$ cat src/hdl/wat_pkg.sv
// wat_pkg: types, constants and the uniform-value table of the weighted action table.
// Used by every module of the block; depends on nothing.
`default_nettype none
package wat_pkg;

	localparam int MAX_STATES  = 64;
	localparam int MAX_ACTIONS = 16;
	localparam int ROW_W   = 6;
	localparam int ACT_W   = 4;
	localparam int ADDR_W  = ROW_W + ACT_W;
	localparam int ENTRY_W = 17;
	localparam int SUM_W   = 21;
	localparam int AMT_W   = 24;
	localparam int DRAW_W  = 16;
	localparam int DEPTH   = MAX_STATES * MAX_ACTIONS;
	localparam int QBITS   = 17;

	localparam logic [1:0] CMD_QUERY = 2'd0;
	localparam logic [1:0] CMD_SCALE = 2'd1;
	localparam logic [1:0] CMD_ADD   = 2'd2;
	localparam logic [1:0] CMD_RESET = 2'd3;

	localparam logic [1:0] ST_OK   = 2'd0;
	localparam logic [1:0] ST_BAD  = 2'd1;
	localparam logic [1:0] ST_ZERO = 2'd2;

	localparam logic REG_STATES  = 1'b0;
	localparam logic REG_ACTIONS = 1'b1;

	localparam logic [1:0] ADDR_SWEEP = 2'd0;
	localparam logic [1:0] ADDR_ROW_J = 2'd1;
	localparam logic [1:0] ADDR_ENTRY = 2'd2;

	localparam logic [1:0] WD_FILL = 2'd0;
	localparam logic [1:0] WD_UPD  = 2'd1;
	localparam logic [1:0] WD_UNI  = 2'd2;
	localparam logic [1:0] WD_QUO  = 2'd3;

	localparam logic [ENTRY_W-1:0] ENTRY_MAX = 17'd131071;
	localparam logic [ENTRY_W-1:0] UNIFORM_RESET = 17'd4096;

	typedef struct packed {
		logic [1:0]              command;
		logic [ROW_W-1:0]        row_index;
		logic [ACT_W-1:0]        action_index;
		logic signed [AMT_W-1:0] amount;
		logic [DRAW_W-1:0]       random_draw;
	} item_t;

	typedef struct packed {
		logic [ACT_W-1:0] chosen_action;
		logic [1:0]       status;
	} result_t;

	typedef struct packed {
		logic       take;
		logic       cnt_clr;
		logic       cnt_inc;
		logic       sum_clr;
		logic       sum_acc;
		logic       mul_en;
		logic       div_load;
		logic       div_step;
		logic       mem_we;
		logic [1:0] addr_sel;
		logic [1:0] wd_sel;
		logic       fill_load;
		logic       res_set;
		logic [1:0] res_code;
		logic       res_pick;
		logic       out_load;
	} ctl_t;

	typedef struct packed {
		logic [1:0] cmd;
		logic       row_bad;
		logic       act_bad;
		logic       hit;
		logic       last;
		logic       sweep_last;
		logic       sum_zero;
		logic       div_last;
	} sts_t;

	// floor(65536 / a) for an effective action count of 1 to 16
	function automatic logic [ENTRY_W-1:0] uniform_q16(input logic [4:0] a);
		logic [ENTRY_W-1:0] v;
		unique case (a)
			5'd1:    v = 17'd65536;
			5'd2:    v = 17'd32768;
			5'd3:    v = 17'd21845;
			5'd4:    v = 17'd16384;
			5'd5:    v = 17'd13107;
			5'd6:    v = 17'd10922;
			5'd7:    v = 17'd9362;
			5'd8:    v = 17'd8192;
			5'd9:    v = 17'd7281;
			5'd10:   v = 17'd6553;
			5'd11:   v = 17'd5957;
			5'd12:   v = 17'd5461;
			5'd13:   v = 17'd5041;
			5'd14:   v = 17'd4681;
			5'd15:   v = 17'd4369;
			5'd16:   v = 17'd4096;
			default: v = 17'd0;
		endcase
		return v;
	endfunction

endpackage
`default_nettype wire

$ cat src/hdl/wat_ctrl.sv
// wat_ctrl: sequencer of the weighted action table.
// Depends on wat_pkg; drives wat_datapath through ctl_t, reads sts_t.
`default_nettype none
module wat_ctrl (
	input  wire logic         clk,
	input  wire logic         arst_n,
	input  wire logic         cmd_valid,
	output logic              cmd_stall,
	output logic              res_valid,
	input  wire logic         res_stall,
	input  wire wat_pkg::sts_t sts,
	output wat_pkg::ctl_t     ctl
);

	localparam logic [4:0] S_CLR  = 5'd0;
	localparam logic [4:0] S_IDLE = 5'd1;
	localparam logic [4:0] S_DEC  = 5'd2;
	localparam logic [4:0] S_FILL = 5'd3;
	localparam logic [4:0] S_QA   = 5'd4;
	localparam logic [4:0] S_QC   = 5'd5;
	localparam logic [4:0] S_RRD  = 5'd6;
	localparam logic [4:0] S_RMUL = 5'd7;
	localparam logic [4:0] S_RUPD = 5'd8;
	localparam logic [4:0] S_SA   = 5'd9;
	localparam logic [4:0] S_SC   = 5'd10;
	localparam logic [4:0] S_SZ   = 5'd11;
	localparam logic [4:0] S_Z    = 5'd12;
	localparam logic [4:0] S_DA   = 5'd13;
	localparam logic [4:0] S_DL   = 5'd14;
	localparam logic [4:0] S_DS   = 5'd15;
	localparam logic [4:0] S_DW   = 5'd16;
	localparam logic [4:0] S_DONE = 5'd17;

	logic [4:0] state_q, state_nx;
	logic       res_valid_q;

	assign cmd_stall = (state_q != S_IDLE);
	assign res_valid = res_valid_q;

	always_comb begin
		ctl      = '0;
		state_nx = state_q;
		unique case (state_q)
			S_CLR: begin
				ctl.mem_we   = 1'b1;
				ctl.addr_sel = wat_pkg::ADDR_SWEEP;
				ctl.wd_sel   = wat_pkg::WD_FILL;
				ctl.cnt_inc  = 1'b1;
				if (sts.sweep_last) state_nx = S_IDLE;
			end
			S_IDLE: begin
				if (cmd_valid) begin
					ctl.take = 1'b1;
					state_nx = S_DEC;
				end
			end
			S_DEC: begin
				ctl.cnt_clr = 1'b1;
				ctl.sum_clr = 1'b1;
				priority if (sts.cmd == wat_pkg::CMD_RESET) begin
					ctl.fill_load = 1'b1;
					state_nx      = S_FILL;
				end else if (sts.row_bad) begin
					ctl.res_set  = 1'b1;
					ctl.res_code = wat_pkg::ST_BAD;
					state_nx     = S_DONE;
				end else if (sts.cmd == wat_pkg::CMD_QUERY) begin
					state_nx = S_QA;
				end else if (sts.act_bad) begin
					ctl.res_set  = 1'b1;
					ctl.res_code = wat_pkg::ST_BAD;
					state_nx     = S_DONE;
				end else begin
					state_nx = S_RRD;
				end
			end
			S_FILL: begin
				ctl.mem_we   = 1'b1;
				ctl.addr_sel = wat_pkg::ADDR_SWEEP;
				ctl.wd_sel   = wat_pkg::WD_FILL;
				ctl.cnt_inc  = 1'b1;
				if (sts.sweep_last) begin
					ctl.res_set  = 1'b1;
					ctl.res_code = wat_pkg::ST_OK;
					state_nx     = S_DONE;
				end
			end
			S_QA: begin
				ctl.addr_sel = wat_pkg::ADDR_ROW_J;
				state_nx     = S_QC;
			end
			S_QC: begin
				ctl.addr_sel = wat_pkg::ADDR_ROW_J;
				ctl.sum_acc  = 1'b1;
				if (sts.hit || sts.last) begin
					ctl.res_set  = 1'b1;
					ctl.res_code = wat_pkg::ST_OK;
					ctl.res_pick = 1'b1;
					state_nx     = S_DONE;
				end else begin
					ctl.cnt_inc = 1'b1;
					state_nx    = S_QA;
				end
			end
			S_RRD: begin
				ctl.addr_sel = wat_pkg::ADDR_ENTRY;
				state_nx     = S_RMUL;
			end
			S_RMUL: begin
				ctl.addr_sel = wat_pkg::ADDR_ENTRY;
				ctl.mul_en   = 1'b1;
				state_nx     = S_RUPD;
			end
			S_RUPD: begin
				ctl.addr_sel = wat_pkg::ADDR_ENTRY;
				ctl.wd_sel   = wat_pkg::WD_UPD;
				ctl.mem_we   = 1'b1;
				state_nx     = S_SA;
			end
			S_SA: begin
				ctl.addr_sel = wat_pkg::ADDR_ROW_J;
				state_nx     = S_SC;
			end
			S_SC: begin
				ctl.addr_sel = wat_pkg::ADDR_ROW_J;
				ctl.sum_acc  = 1'b1;
				if (sts.last) begin
					ctl.cnt_clr = 1'b1;
					state_nx    = S_SZ;
				end else begin
					ctl.cnt_inc = 1'b1;
					state_nx    = S_SA;
				end
			end
			S_SZ: begin
				state_nx = sts.sum_zero ? S_Z : S_DA;
			end
			S_Z: begin
				ctl.addr_sel = wat_pkg::ADDR_ROW_J;
				ctl.wd_sel   = wat_pkg::WD_UNI;
				ctl.mem_we   = 1'b1;
				ctl.cnt_inc  = 1'b1;
				if (sts.last) begin
					ctl.res_set  = 1'b1;
					ctl.res_code = wat_pkg::ST_ZERO;
					state_nx     = S_DONE;
				end
			end
			S_DA: begin
				ctl.addr_sel = wat_pkg::ADDR_ROW_J;
				state_nx     = S_DL;
			end
			S_DL: begin
				ctl.addr_sel = wat_pkg::ADDR_ROW_J;
				ctl.div_load = 1'b1;
				state_nx     = S_DS;
			end
			S_DS: begin
				ctl.addr_sel = wat_pkg::ADDR_ROW_J;
				ctl.div_step = 1'b1;
				if (sts.div_last) state_nx = S_DW;
			end
			S_DW: begin
				ctl.addr_sel = wat_pkg::ADDR_ROW_J;
				ctl.wd_sel   = wat_pkg::WD_QUO;
				ctl.mem_we   = 1'b1;
				ctl.cnt_inc  = 1'b1;
				if (sts.last) begin
					ctl.res_set  = 1'b1;
					ctl.res_code = wat_pkg::ST_OK;
					state_nx     = S_DONE;
				end else begin
					state_nx = S_DA;
				end
			end
			S_DONE: begin
				if (!res_valid_q || !res_stall) begin
					ctl.out_load = 1'b1;
					state_nx     = S_IDLE;
				end
			end
			default: state_nx = S_IDLE;
		endcase
	end

	always_ff @(posedge clk or negedge arst_n) begin
		if (!arst_n) begin
			state_q     <= S_CLR;
			res_valid_q <= 1'b0;
		end else begin
			state_q <= state_nx;
			if (ctl.out_load) res_valid_q <= 1'b1;
			else if (!res_stall) res_valid_q <= 1'b0;
		end
	end

endmodule
`default_nettype wire

$ cat config.mk
export PLATFORM = sky130hd
export DESIGN_NAME = wat_ctrl
export DESIGN_NICKNAME = d
export VERILOG_FILES = /design/src/hdl/wat_pkg.sv /design/src/hdl/wat_ctrl.sv
export SDC_FILE = /design/constraint.sdc
export NUM_CORES = 1
export LEC_CHECK = 0
export ABC_AREA = 1
export BUFFER_PORTS_ARGS = -buffer_cell sky130_fd_sc_hd__buf_2
export CAP_MARGIN = 25
export CORE_MARGIN = 8
export CORE_UTILIZATION = 41
export CTS_CLUSTER_DIAMETER = 100
export CTS_CLUSTER_SIZE = 8
export DETAILED_ROUTE_END_ITERATION = 7
export HOLD_SLACK_MARGIN = 0.03
export PLACE_DENSITY = 0.76
export SLEW_MARGIN = 20
export SYNTH_ARGS = -nofsm -noshare
export SYNTH_HDL_FRONTEND = slang
export SYNTH_SLANG_ARGS = --single-unit
$ cat constraint.sdc
create_clock -name clk -period 1.2 [get_ports clk]
set_input_delay 0.24 -clock clk [delete_from_list [all_inputs] [get_ports clk]]
set_output_delay 0.24 -clock clk [all_outputs]
set_load 0.01 [all_outputs]
==> results list, run 1 <==
- The number of nets in the synthesized netlist is 161.
* Post-Syn Area per Cell: approximately 5 µm²
- Pin count of the biggest net entering global routing: 7
- Halt Reason: [ERROR DPL-0038] Utilization greater than 100%, impossible to legalize
- The share of the Yosys chip area taken by registers is 19.8%.
* Placement Rows: 15
- After the last repair the worst path ends at a top-level output.
- Exit stage: 5_1_grt
- The synthesized design spends more area on one cell type than any other, namely nand2_1.
- Distinct cells, synth: 18
- After synthesis, the share of flip-flops with an asynchronous set or reset is 100%.
* CTS root buffer: clkbuf_4
- Deepest level of the CTS H-tree: 1
- Ys flop type: dfrtp_1
- Worst EP post-GRT repair: ctl[4]
- Die height: 59.0 µm
* HPWL after DPL: between 2 and 3 mm
- For this design, the sink count on the clock tree is 6.
- The synthesized design devotes to its leading area cell type 24.2% of total area.
* Number of enable-type register cells in the synthesized netlist: 0
* Number of buffers inserted during clock tree synthesis: 3
- Most area-consuming cells after synthesis: nand2_1 24%, dfrtp_1 20%, nor2_1 16%, inv_1 9.4%, nand3_1 8.6%
- Result of the run: aborted with a tool error
- In this run the count of I/O pins placed on the die edge is 34.
- Post-synthesis instance area: 759 µm²
- Initial Util: 44.0%
- Count of warnings emitted by yosys: 0
* Top cells by count, synth: 49 x nand2_1, 32 x nor2_1, 19 x inv_1
- Port bufs: 33
- Horizontal die dimension: ~59 µm
- By instance count, the leading cell after synthesis is nand2_1.
* Clock buffer depth: 2
* Post-synthesis sequential element count: 6
* Gpl congestion: 1.00
- Including well taps, the total number of placed cells is 236.
- Syn Inst Count: 148
## kinds of logic after synthesis
group / after synthesis / share of synthesized area, %
flip-flops: 6 / 19.8
AND/OR/NAND/NOR: 107 / 59.8
buffers and inverters: 23 / 11.4
AO/OA/AOI/OAI: 12 / 9.06
## metrics by stage
step	TNS, ns	hold WS, ns	cell area [µm²]	setup WS [ns]
4_1_cts	-10.16	0.341	1620	-0.526
3_5_place_dp	-5.93	0.0703	1270	-0.332
3_3_place_gp	-5.21	0.0647	1270	-0.317
2_1_floorplan	-1.52	-0.0556	841	-0.163
## repair_timing
action | 4_1_cts
resized for setup | 53
pin swaps | 16
buffers inserted | 17
hold endpoints to repair | 6
hold buffers | 1
endpoints found under the setup margin | 25
==> run 2: changes to the inputs <==
Settings changed: CORE_AREA set to 8 8 69 71, CORE_MARGIN 8 to not set, CORE_UTILIZATION 41 to not set, CTS_CLUSTER_DIAMETER 100 to not set, CTS_CLUSTER_SIZE 8 to not set, DIE_AREA set to 0 0 77 79, HOLD_SLACK_MARGIN 0.03 to not set, PLACE_DENSITY 0.76 to not set, PLACE_DENSITY_LB_ADDON set to 0.15.
Clock period 1.2 ns to 1.55 ns, I/O delays scaled along.
==> run 2 against run 1 <==
The flow now finishes, with violations (setup timing). Synthesized cell count is the same. Synthesized area unchanged.
==> results list, run 2 <==
- The tool flagged a number of max-cap violations equal to 0.
- STA classifies the critical path startpoint as a flop.
- The checks that failed: setup timing.
* Worst path required time: ~1.2 ns
- Once routing completed, OpenROAD measured the worst setup slack at -0.255 ns.
* Number of flip-flops in the largest register: 5
- Horizontal die dimension: 77 µm (+30%)
- The buffer depth of the longest clock path is 2 (unchanged).
- The detailed router put a total of 1.46 mm of wire on met1.
* Worst Max-Slew Pin Slew: 0.421 ns
* Gpl congestion: 0.848 (-16%)
- Met2 routed WL: 1.74 mm
* Sequential element share of the synthesized area: 19.8% (unchanged)
- Top cells by count, synth: 49 x nand2_1, 32 x nor2_1, 19 x inv_1
* Overall power consumption: 2.99 mW
- The worst pin sits at a relative slew slack of approximately 70%.
- The floorplan step defined a die boundary enclosing 6080 µm².
* Reg2reg end: state_q[2]
* Largest Register: state_q
- Yosys top cell area share: 24.2% (unchanged)
* Vias after detailed routing: 1209
* Inst Count DP: 265 (+12%)
- Arrival time reported for the critical path endpoint: about 1.5 ns
* Sequential Area: 153 µm²
- Start point of the critical path: state_q[0]
- Clock insertion delay at the later pin of the skew report: roughly 0.21 ns
- Dividing total power by cell area gives a power density of roughly 1700 nW/µm².
- Number of buffers inserted during clock tree synthesis: 3 (unchanged)
- Detailed-routing iteration count for the pre-antenna-repair pass: 4
- The setup path with the least slack is of type reg2out.
- The number of placed I/O pins is 34 (unchanged).
* Share of flip-flops with an asynchronous set or reset after synthesis: 100% (unchanged)
- The die height came to 79 µm (+34%).
* Final max-slew violation count: 0
- Counting I/O delays and the setup requirement, the final critical path takes 1.80 ns.
- Result of the run: finished, violations left
- Final worst hold slack: 0.378 ns
- Count of inserted antenna diode cells: 0
- Placed standard-cell area: 1240 µm² (-2.6%)
- Global route overflow: 0
* Deepest level of the CTS H-tree: 1 (unchanged)
- Summing all multi-input logic gate instances after layout gives 756 µm².
* Maximum clock rate: 554 MHz
* Routed Antenna Nets: 0
- In this run the critical register-to-register path is launched from state_q[4].
* Maximum fanout encountered on the critical timing path: 5
* DR WL/cell: around 12 µm
- The total half-perimeter wirelength after legalization and detailed placement came to 2.74 mm (+2.6%).
- Global-route wire length before repair: 5.51 mm
* Final Cycle Share: 116%
* Post-synthesis instance area: 759 µm² (unchanged)
* Final net count: 254
* Number of hold-slack violations in the final timing report: 0
- Clock-pin slew on the worst setup and hold paths: 0.03 ns
- Area leader, netlist: nand2_1
- Commonest cells after routing, fill and taps aside: 45 x buf_4, 36 x nand2_1, 27 x buf_2
* Commonest non-fill, non-tap cell in the layout: buf_4
- Leakage component of the power: 1.00 nW
- On the final layout, the worst clock skew is slightly below 0.001 ns.
- In this run the clock root is driven by a clkbuf_8.
- The number of nets produced by synthesis came to 161 (unchanged).
- The worst setup path is captured at an output pin.
- Remaining DRCs: 0
- After routing the design area is 1750 µm².
- Pin count of the biggest net entering global routing: 7
- The area growth from synthesis to layout is 131%.
- The initial antenna violation count is 0.
- By instance count, the leading cell after synthesis is nand2_1.
* Timing endpoint of the critical path: ctl[5]
- Excluding fillers, the count of instances in the completed layout stands at a little under 300.
- Post-synthesis sequential element count: 6 (unchanged)
- Accumulated negative setup slack: -3.07 ns
- Signal routing reaches up to met4.
* Routed met3 length: ~140 µm
* Final setup violation count: 24
- The total of buffers placed on input and output ports was 33 (unchanged).
* Setup repair after global routing missed its margin: yes
- The cell count after synthesis came to 148 (unchanged).
- Initial Util: 20.0% (-24 points)
- Number of enable-type register cells in the synthesized netlist: 0 (unchanged)
- The layout has 401 filler cells.
* Post-Syn Area per Cell: 5.13 µm² (unchanged)
- TritonCTS built the clock tree.
- Ys flop type: dfrtp_1
- Num Clock Sinks: 6 (unchanged)
- VDD sags by at most 812 µV.
- Using the TritonRoute via totals, the vias-per-cell ratio works out to 4.18.
- Fraction of final layout cells with drive strength greater than 1: about three fifths
- For this block, the routed nets add up to between 3 and 4 mm of wire.
* Distinct cells, synth: 18 (unchanged)
- The number of global-route vias before repair came to 1211.
- Most area-consuming cells after synthesis: nand2_1 24%, dfrtp_1 20%, nor2_1 16%, inv_1 9.4%, nand3_1 8.6%
- The number of cell rows was 23 (+8).
- Counting cells, the worst reg-to-reg path comes to 12.
- Core area: 3800 µm²
- In the global route stage, overall resource usage came out at around 11%.
* Worst min-delay path category: in2reg
- The first routing iteration left 31 violations.
* Minimum setup slack among reg-to-reg paths: -0.06 ns
- Count of warnings emitted by yosys: 0 (unchanged)
-- run 2: critical path: stages, from the launching register on --
cell	delay (ns)
dfrtp_2	0.45
inv_2	0.08
nand2_2	0.06
inv_2	0.08
nand3_2	0.12
buf_4	0.16
buf_4	0.13
nor2_1	0.07
buf_2	0.13
-- run 2: final cells by class --
| cell class | instances | area share, % |
|---|---|---|
| Clock buffer | 3 | 2.36 |
| Inverter | 23 | 5.07 |
| Multi-Input combinational cell | 119 | 43.1 |
| Sequential cell | 6 | 8.71 |
| Tap cell | 50 | 3.57 |
| Timing Repair Buffer | 88 | 37.2 |
-- run 2: per-stage QoR --
stage,setup WS [ns],util [%]
3_3_place_gp,-0.120,32.7
4_1_cts,-0.244,40.6
5_1_grt,-0.346,46.1
2_1_floorplan,0.00639,-
3_5_place_dp,-0.106,32.7
6_report,-0.255,46.1
-- run 2: cells by family (layout without fill, tap and decap cells) --
| family | after synthesis | count (layout) | synth area share [%] |
|---|---|---|---|
| AOI/OAI and AO/OA | 12 | 12 | 9.06 |
| DFF | 6 | 6 | 19.8 |
| and+or+nand+nor | 107 | 107 | 59.8 |
| buffers and inverters | 23 | 114 | 11.4 |
-- run 2: metal layers --
| layer | GRT usage (%) | up-vias |
|---|---|---|
| li1 | - | 645 |
| met1 | 12.0 | 536 |
| met2 | 20.3 | 22 |
| met3 | 2.26 | 6 |
| met4 | 2.64 | 0 |
| met5 | 0 | - |
-- run 2: worst min-delay path by stage --
stage	startpoint	end	cells past startpoint
3_3_place_gp	arst_n	res_valid	1
3_5_place_dp	arst_n	res_valid	1
4_1_cts	res_stall	res_valid	3
5_1_grt	res_stall	res_valid	3
6_report	res_stall	res_valid	3
2_1_floorplan	arst_n	res_valid	0
-- run 2: power by group --
group	switching [mW]	internal, mW
clock network	0.0568	0.166
registers	0.0974	0.228
logic	1.28	1.16
total	1.44	1.56
-- run 2: what timing repair did --
item	CTS	global route
buffers inserted	17	5
pin swaps	10	18
hold buffers	1	0
cloned	0	0
hold endpoints to repair	6	0
endpoints found under the setup margin	22	25
gates resized for setup	39	44
Power figures use the tool's default switching activity.
